`src/rtl/core/prblr_pkg.sv`:
```
package prblr_pkg;

    localparam int MAP_BITS  = 4096;
    localparam int WORD_W    = 32;
    localparam int BIT_W     = $clog2(WORD_W);
    localparam int MAP_WORDS = MAP_BITS / WORD_W;
    localparam int WADDR_W   = $clog2(MAP_WORDS);
    localparam int NUM_W     = 14;
    localparam int POS_W     = NUM_W + 1;
    localparam int RECV_W    = 13;
    localparam int CNT_W     = 6;
    localparam int SID_W     = 8;

    localparam logic [NUM_W-1:0]  ALL_MORE  = 14'h3FFF;
    localparam logic [RECV_W-1:0] RECV_MAX  = 13'h1FFF;
    localparam logic [CNT_W-1:0]  ENTRY_CAP = 6'd32;
    localparam logic [CNT_W-1:0]  MAX_RESET = 6'd10;

    localparam logic OP_DATA  = 1'b0;
    localparam logic OP_QUERY = 1'b1;

    localparam logic [2:0] KIND_NEW  = 3'd0;
    localparam logic [2:0] KIND_DUP  = 3'd1;
    localparam logic [2:0] KIND_REJ  = 3'd2;
    localparam logic [2:0] KIND_MISS = 3'd3;
    localparam logic [2:0] KIND_SUM  = 3'd4;

    localparam logic [1:0] CMD_REJ  = 2'd0;
    localparam logic [1:0] CMD_DATA = 2'd1;
    localparam logic [1:0] CMD_QRY  = 2'd2;

    typedef struct packed {
        logic             operation;
        logic [SID_W-1:0] session_tag;
        logic [NUM_W-1:0] packet_number;
        logic             last_packet_flag;
        logic             ack_request;
        logic [NUM_W-1:0] query_total;
    } t_in_item;

    typedef struct packed {
        logic [2:0]        result_kind;
        logic [NUM_W-1:0]  missing_packet;
        logic [CNT_W-1:0]  loss_count;
        logic [RECV_W-1:0] received_count;
        logic              last;
    } t_out_item;

    typedef struct packed {
        logic [1:0]       kind;
        logic [SID_W-1:0] sid;
        logic [NUM_W-1:0] num;
        logic [NUM_W-1:0] idx;
        logic             beyond;
        logic             lastf;
        logic             ack;
        logic [NUM_W-1:0] qtot;
    } t_cmd;

endpackage

```
`src/rtl/core/prblr_front.sv`:
```
module prblr_front (
    input  logic                i_clk,
    input  logic                i_rst_n,
    input  logic                i_in_valid,
    output logic                o_in_stall,
    input  prblr_pkg::t_in_item i_in_data,
    output prblr_pkg::t_cmd     o_cmd,
    output logic                o_cmd_valid,
    input  logic                i_cmd_pop
);

    prblr_pkg::t_cmd cmd_n;
    prblr_pkg::t_cmd r_q [2];
    logic            r_wp;
    logic            r_rp;
    logic [1:0]      r_cnt;
    logic [1:0]      n_cnt;
    logic            full;
    logic            push;
    logic            pop;

    always_comb begin
        cmd_n.sid    = i_in_data.session_tag;
        cmd_n.num    = i_in_data.packet_number;
        cmd_n.idx    = i_in_data.packet_number - 14'd1;
        cmd_n.beyond = {1'b0, i_in_data.packet_number}
                       > prblr_pkg::POS_W'(prblr_pkg::MAP_BITS);
        cmd_n.lastf  = i_in_data.last_packet_flag;
        cmd_n.ack    = i_in_data.ack_request;
        cmd_n.qtot   = i_in_data.query_total;
        if (i_in_data.session_tag == '0 ||
            (i_in_data.operation == prblr_pkg::OP_DATA
             && i_in_data.packet_number == '0)) begin
            cmd_n.kind = prblr_pkg::CMD_REJ;
        end else if (i_in_data.operation == prblr_pkg::OP_QUERY) begin
            cmd_n.kind = prblr_pkg::CMD_QRY;
        end else begin
            cmd_n.kind = prblr_pkg::CMD_DATA;
        end
    end

    assign full        = (r_cnt == 2'd2);
    assign push        = i_in_valid && !full;
    assign pop         = i_cmd_pop && (r_cnt != 2'd0);
    assign o_in_stall  = full;
    assign o_cmd_valid = (r_cnt != 2'd0);
    assign o_cmd       = r_q[r_rp];

    always_comb begin
        n_cnt = r_cnt;
        if (push && !pop) begin
            n_cnt = r_cnt + 2'd1;
        end else if (pop && !push) begin
            n_cnt = r_cnt - 2'd1;
        end
    end

    always_ff @(posedge i_clk) begin
        if (push) begin
            r_q[r_wp] <= cmd_n;
        end
    end

    always_ff @(posedge i_clk) begin
        if (!i_rst_n) begin
            r_wp  <= 1'b0;
            r_rp  <= 1'b0;
            r_cnt <= 2'd0;
        end else begin
            r_cnt <= n_cnt;
            if (push) begin
                r_wp <= ~r_wp;
            end
            if (pop) begin
                r_rp <= ~r_rp;
            end
        end
    end

endmodule

```
`config.mk`:
```
export PLATFORM = sky130hd
export DESIGN_NAME = prblr_front
export DESIGN_NICKNAME = d
export VERILOG_FILES = /design/src/rtl/core/prblr_pkg.sv /design/src/rtl/core/prblr_front.sv
export SDC_FILE = /design/constraint.sdc
export NUM_CORES = 1
export LEC_CHECK = 0
export BUFFER_PORTS_ARGS = -buffer_cell sky130_fd_sc_hd__buf_2
export CELL_PAD_IN_SITES_DETAIL_PLACEMENT = 1
export CELL_PAD_IN_SITES_GLOBAL_PLACEMENT = 1
export CORE_UTILIZATION = 42
export CTS_BUF_LIST = sky130_fd_sc_hd__clkbuf_4 sky130_fd_sc_hd__clkbuf_8
export CTS_CLUSTER_SIZE = 20
export DETAILED_ROUTE_END_ITERATION = 6
export PLACE_DENSITY = 0.89
export SLEW_MARGIN = 40
export SYNTH_ARGS = -nofsm -noshare
export SYNTH_HDL_FRONTEND = slang
export SYNTH_SLANG_ARGS = --single-unit
```
`constraint.sdc`:
```
create_clock -name i_clk -period 4.7 [get_ports i_clk]
set_input_delay 0 -clock i_clk [delete_from_list [all_inputs] [get_ports i_clk]]
set_output_delay 0 -clock i_clk [all_outputs]
set_load 0.02 [all_outputs]
```
==> results by group, run 1 <==
Floorplan
  • Die ar.: ~0.011 sq mm
  • Initial Util: ~43%
  • Core ar.: 0.01037 sq mm
  • I/O pin total: 100
  • Rows: 37
  • Die width: 105.4 um
  • Die H: 105.4 um

Yosys
  • EDFF count, synth: 110
  • Syn Std Cell Area: between 0.004 and 0.005 sq mm
  • Largest area contributor in the synthesized netlist: edfxtp_1
  • Area contributors post-synth: edfxtp_1 74%, mux2_2 14%, dfxtp_1 2.2%
  • Synth top area share: 73.52%
  • Seq/Total Area, Yosys: 75.74%
  • Post-Syn Nets: 283
  • Post-synthesis register bit count: 115
  • Ys async rst share: 0%
  • Ys Warns: 0
  • Synth unique cells: 29
  • Post-Synthesis Cells: ~240
  • Mean Syn Cell Area: 18.88 sq um
  • Synth Flop Type: edfxtp_1

Clock tree
  • Total setup buffers inserted after CTS: 0
  • CTS Buffer Depth: 2
  • CTS Sinks: roughly 120
  • Clock transition at path regs: 60 ps
  • H-tree depth: 4
  • CTS root buf: clkbuf_8
  • Cts repair resizes: 0
  • CTS tree: yes
  • Worst skew pair latency: 410 ps
  • Clock buffer count from CTS: 17

Pwr
  • Combinational Power Share: 27.8%
  • Net Sw Power: 918.2 uW
  • P per Cell Area: 512.3 mW/mm^2
  • Clock power frac: 27.3%
  • Part of the power in registers: 44.9%
  • Switch share: 30.24%
  • Leak: about 0.0022 uW
  • Internal power: approximately 2100 uW
  • Max rail drop VDD: 345.5 uV

Final layout
  • Commonest non-fill, non-tap cells in the layout: 110 x edfxtp_1, 99 x buf_2, 55 x mux2_2
  • Non-filler cells in the finished layout: 540
  • Commonest non-fill, non-tap cell in the layout: edfxtp_1
  • Syn-to-layout area delta: 31.94%
  • Final Net Count: 439
  • Ant diodes: 0
  • Share of layout cells above drive strength 1: between 40% and 50%

Routing
  • Via count: 2619
  • Drt via density: 4.850
  • DRC violations left: 0
  • Detail Route Antenna Nets: 0
  • Per-cell routed wire length: 17.43 um
  • Initial DRC count: 86
  • Total wire length: 9411 um
  • 1st-pass router iterations: 4

Placed design
  • DP Cell Count: 470
  • Placer congestion estimate: 0.7396
  • IO Port Bufs: 99
  • Dpl hpwl: 5554 um
  • Dpl ws: 2867 ps

Timing
  • Final setup violation count: 0
  • RSZ-0062 raised after global routing: no
  • Fin crit period: 2230 ps
  • Max-slew violations: 0
  • Worst slew margin: 48.66%
  • Worst slew pin tran: roughly 770 ps
  • Tcrit/Tclk final: 47.46%
  • Min setup slack post-route: 2470 ps
  • Final Hold Vio Count: 0
  • Skew final: 7.188 ps
  • Maximum achievable frequency: 448.3 MHz
  • Setup TNS: 0 ps

Worst setup path
  • Critical path arrival: 2590 ps
  • CP required: 5060 ps
  • Startpoint Class: register
  • Crit Path Max Fanout: 56
  • Crit path capture type: register
  • Setup CP Type: reg -> reg

Global route
  • Largest net degree at the start of global routing: 57
  • First-pass GRT wire length: 14860 um
  • Initial antenna violation count: 0
  • Gr usage total: a little under a fifth
  • Number of global-route vias before repair: 2998
  • Aggregate global routing overflow: 0

Min path
  • HP Class: in -> reg

Run status
  • Status: complete, no violations

Job
  • Max_cap viols: 0
final timing paths:
kind	start	endpoint	slack [ps]	cells after the start
setup reg to reg	r_cnt[0]	r_wp	2470	6
hold / removal	i_cmd_pop	register	40	4
hold reg to reg	r_cnt[1]	r_cnt[1]	520	2
setup / recovery	r_cnt[0]	r_wp	2470	6
worst max-delay path, cell delays in order, from the launching register on:
cell	delay, ps
dfxtp_1	400
nand2b_1	180
inv_1	100
nor3_4	110
buf_4	620
o21a_1	210
dlygate4sd3_1	550
what timing repair did:
action / CTS / global route
setup endpoints to repair: 0 / 0
hold endpoints to repair: 105 / 0
hold buffers: 41 / 0
per-stage QoR:
stage / hold WS, ps / cell area, sq um / power [uW] / util (%)
2_1_floorplan: 98.87 / 4498 / 1934 / -
3_3_place_gp: 190.3 / 5165 / 2172 / 49.81
3_5_place_dp: 193.7 / 5165 / 2206 / 49.81
4_1_cts: 7.235 / 5928 / 3068 / 57.17
5_1_grt: 80.73 / 5928 / 3161 / 57.17
6_report: 35.64 / 5928 / 3037 / 57.17
power by group through the flow:
stage               Sequential [uW]  Combinational, uW  Clock, uW
floorplan                      1340                590          0
global placement               1370                798          0
detailed placement             1390                818          0
CTS                            1370                850        852
global route                   1380                900        881
finish                         1360                844        830
registers in the layout (all words and copies together), names as in the netlist, named ones only:
name / count
r_q: 110
r_wp: 1
r_rp: 1
r_cnt: 2
cell families after synthesis:
| group | after synthesis | share of synthesized area (%) |
|---|---|---|
| simple gates | 30 | 4.512 |
| flops | 115 | 75.75 |
| xor+xnor | 15 | 2.924 |
| mux | 55 | 13.78 |
| buf+inv | 12 | 1.170 |
| fa+ha+maj | 2 | 0.5569 |
| compound gates | 9 | 1.309 |
synthesized netlist by cell type, types with 2 or more instances:
library cell	number
mux2_2	55
nor4_1	3
nor2_1	8
nand3_1	2
ha_1	2
xor2_1	6
nand2_1	2
nor3_1	3
inv_1	6
edfxtp_1	110
a21oi_1	2
nand4_1	2
buf_2	6
xnor2_1	9
dfxtp_1	5
a21boi_0	2
nand2b_1	2
o21ai_0	2
cell type report:
| cell class | count | area, sq um |
|---|---|---|
| Clock inverter | 8 | 88.84 |
| Clock buffer | 21 | 264.0 |
| Sequential cell | 115 | 3405 |
| Timing Repair Buffer | 143 | 928.4 |
| Fill cell | 1038 | 4442 |
| Inverter | 6 | 22.52 |
| Multi-Input combinational cell | 111 | 1050 |
| Tap cell | 136 | 170.2 |
per-layer routing:
metal	track usage, %	routed length, um	part of all wire [%]	up-vias
met5	0	0	0	-
met4	7.042	126	1.3	0
met3	4.762	368	3.9	14
met2	33.51	5144	55	69
met1	19.83	3772	40	1310
li1	-	-	-	1226
Power figures use the tool's default switching activity.
==> run 2, diff against run 1 <==
Settings changed: ABC_AREA set to 1, CORE_UTILIZATION 42 to 47, PLACE_DENSITY 0.89 to 0.94.
Clock period 4.7 ns to 2.15 ns, I/O delays scaled along.
==> results by group, run 2 <==
Run status
  • Status: complete, no violations

Floorplan
  • Die H: 102.8 um (-2.5%)
  • Core ar.: 0.009819 sq mm (-5.3%)
  • Die width: 102.8 um (-2.5%)
  • Rows: 36 (-2.7%)
  • I/O pin total: 100 (unchanged)
  • Initial Util: 48.59% (+5.3 points)
  • Die ar.: 0.01056 sq mm (-5.0%)

Worst setup path
  • CP cell instances: buf_4 > mux2_4 > buf_2
  • Critical path arrival: 1900 ps (-690 ps)
  • Slowest cell on crit path: dfxtp_4
  • CP required: 2150 ps (-2910 ps)
  • Crit Path Max Fanout: 19 (-66%)
  • Setup CP Type: reg -> out
  • Startpoint Class: register
  • Crit path capture type: output pin
  • Top delay family on crit path: flip-flops
  • Buffers plus inverters on the worst setup path: 2 (-1)
  • Max incr delay on CP: 580 ps (-40 ps)

Clock tree
  • CTS Sinks: 115 (unchanged)
  • Clock buffer count from CTS: 17 (unchanged)
  • H-tree depth: 4 (unchanged)
  • Total setup buffers inserted after CTS: 0 (unchanged)
  • CTS Buffer Depth: 2 (unchanged)
  • Worst skew pair latency: 430 ps (+20 ps)
  • CTS root buf: clkbuf_8
  • Cts repair resizes: 0 (unchanged)
  • CTS tree: yes
  • Clock transition at path regs: 70 ps (about the same)

Yosys
  • Syn Std Cell Area: 0.004771 sq mm (+6.2%)
  • Post-synthesis register bit count: 115 (unchanged)
  • Adder-cell share of the synthesized area: 0.5245% (-0.032 points)
  • Largest family of logic cells by synthesized area: multiplexers
  • Ys Warns: 0 (unchanged)
  • EDFF count, synth: 110 (unchanged)
  • Synth Flop Type: edfxtp_1
  • Count leader, synth: edfxtp_1
  • Compound-Gate Fraction of Synth Area: 0.6294% (-0.68 points)
  • Post-Synthesis Cells: 278 (+17%)
  • Largest area contributor in the synthesized netlist: edfxtp_1
  • Synth unique cells: 20 (-31%)
  • Post-synthesis mux area share: 16.92% (+3.1 points)
  • Area contributors post-synth: edfxtp_1 69%, mux2_4 16%, nand2_1 2.4%
  • Post-Syn Nets: 323 (+14%)
  • Synth cell count leaders: 110 x edfxtp_1, 50 x mux2_4, 31 x nand2_1
  • Ys async rst share: 0% (unchanged)
  • Synth Area in XOR/XNOR: 1.285% (-1.6 points)
  • Simple-Gate Fraction of Synth Area: 6.793% (+2.3 points)
  • Synth top area share: 69.24% (-4.3 points)
  • Seq/Total Area, Yosys: 71.33% (-4.4 points)
  • Mean Syn Cell Area: 17.16 sq um (-9.1%)

Timing
  • RSZ-0062 raised after global routing: no
  • Setup TNS: 0 ps (unchanged)
  • Final setup violation count: 0 (unchanged)
  • Skew final: 10.32 ps (+3.137 ps)
  • Fin crit period: 1898 ps
  • Worst slew pin tran: 367.8 ps (-402.3 ps)
  • Worst slew margin: 75.39% (+27 points)
  • Tcrit/Tclk final: 88.28%
  • Max-slew violations: 0 (unchanged)
  • Final Hold Vio Count: 0 (unchanged)
  • Maximum achievable frequency: 526.9 MHz

Job
  • Max_cap viols: 0 (unchanged)

Final layout
  • Biggest register: r_q
  • Final core area utilization: 63.63% (+6.5 points)
  • Ant diodes: 0 (unchanged)
  • Top Registers: r_q: 110 flops, r_cnt: 2 flops
  • Share of layout cells above drive strength 1: 43.97% (-3.8 points)
  • Commonest non-fill, non-tap cell in the layout: edfxtp_1
  • Syn-to-layout area delta: 30.97%
  • Commonest non-fill, non-tap cells in the layout: 110 x edfxtp_1, 99 x buf_2, 50 x mux2_4
  • Max reg flops: 110 (unchanged)
  • Final Net Count: 481 (+9.6%)

Global route
  • Number of global-route vias before repair: 3095 (+3.2%)
  • First-pass GRT wire length: 15900 um (+7.1%)
  • Largest net degree at the start of global routing: 56 (-1.8%)
  • Gr usage total: 21.57% (+3.4 points)
  • Initial antenna violation count: 0 (unchanged)
  • Aggregate global routing overflow: 0 (unchanged)

Placed design
  • IO Port Bufs: 99 (unchanged)
  • Dpl hpwl: 6757 um (+22%)
  • Placer congestion estimate: 0.7050 (-4.7%)

Pwr
  • P per Cell Area: 1106 mW/mm^2 (+120%)
  • Final Total Pwr: 6909 uW (+130%)
  • Max rail drop VDD: 613.7 uV (+78%)
  • Leak: 0.002491 uW (+12%)
  • Combinational Power Share: 28.3% (+0.5 points)
  • Clock power frac: 28.4% (+1.1 points)
  • Internal power: 4815 uW (+130%)
  • Switch share: 30.32% (+0.081 points)
  • Part of the power in registers: 43.3% (-1.6 points)
  • Net Sw Power: 2095 uW (+130%)

Routing
  • DRC violations left: 0 (unchanged)
  • Initial DRC count: 96 (+12%)
  • Total wire length: 10690 um (+14%)
  • Per-cell routed wire length: 18.40 um (+5.6%)
  • 1st-pass router iterations: 4 (unchanged)
  • Drt via density: 4.850 (about the same)
  • Detail Route Antenna Nets: 0 (unchanged)
  • Via count: 2818 (+7.6%)

Min path
  • HP Class: in -> reg
-- run 2: tightest hold or removal path: cells and delay by family --
family	cells	cell delay (ps)
AO/OA/AOI/OAI	1	150
AND/OR/NAND/NOR	2	110
buffers and inverters	2	160
-- run 2: cell type report --
cell class / count / area (sq um)
flip-flops and latches: 115 / 3407
clock buffers: 17 / 234.0
fillers: 962 / 3571
multi-input cells: 143 / 1262
inverters: 14 / 52.55
well taps: 133 / 166.4
clock inverters: 14 / 145.1
repair buffers: 145 / 980.9
-- run 2: stage by stage --
step / worst slack [ps] / instance area (sq um) / std cells / hold WS (ps)
detailed placement: 637.4 / 5459 / 509 / 194.1
CTS: 207.9 / 6248 / 581 / 13.09
finish: 252.0 / 6248 / 581 / 33.79
global route: 177.1 / 6248 / 581 / 89.46
global placement: 737.1 / 5459 / 509 / 190.4
floorplan: -411.4 / 4776 / 278 / 98.87
-- run 2: cells by family after synthesis --
group / after synthesis
AND/OR/NAND/NOR: 73
multiplexers: 55
flip-flops: 115
adder cells (fa/ha/maj): 2
XOR/XNOR: 7
AO/OA/AOI/OAI: 6
buffers and inverters: 20
-- run 2: power groups by stage --
stage | Clock [uW] | Combinational (uW) | Sequential (uW)
after floorplan | 0 | 1400 | 2950
after global placement | 0 | 1820 | 3010
after detailed placement | 0 | 1900 | 3040
after CTS | 2010 | 1970 | 2990
after global routing | 2080 | 2080 | 3010
final | 1960 | 1960 | 2990
-- run 2: worst paths after layout --
check / start / end / slack (ps) / depth (start not counted)
setup / recovery: register / o_cmd[34] / 250 / 3
setup reg to reg: r_cnt[1] / r_q[0][11] / 610 / 6
hold / removal: i_in_valid / r_wp / 30 / 5
hold reg to reg: r_rp / register / 510 / 2
-- run 2: per-layer routing --
layer  vias to the layer above  track usage, %  share of wire, %
met3                         9           5.966               4.0
met4                         0           9.859               1.1
li1                       1330               -                 -
met5                         -               0                 0
met2                        77           38.82                55
met1                      1402           23.72                40
-- run 2: timing repair --
action	CTS	global route
setup endpoints to repair	0	0
hold endpoints to repair	111	0
hold buffers	41	0
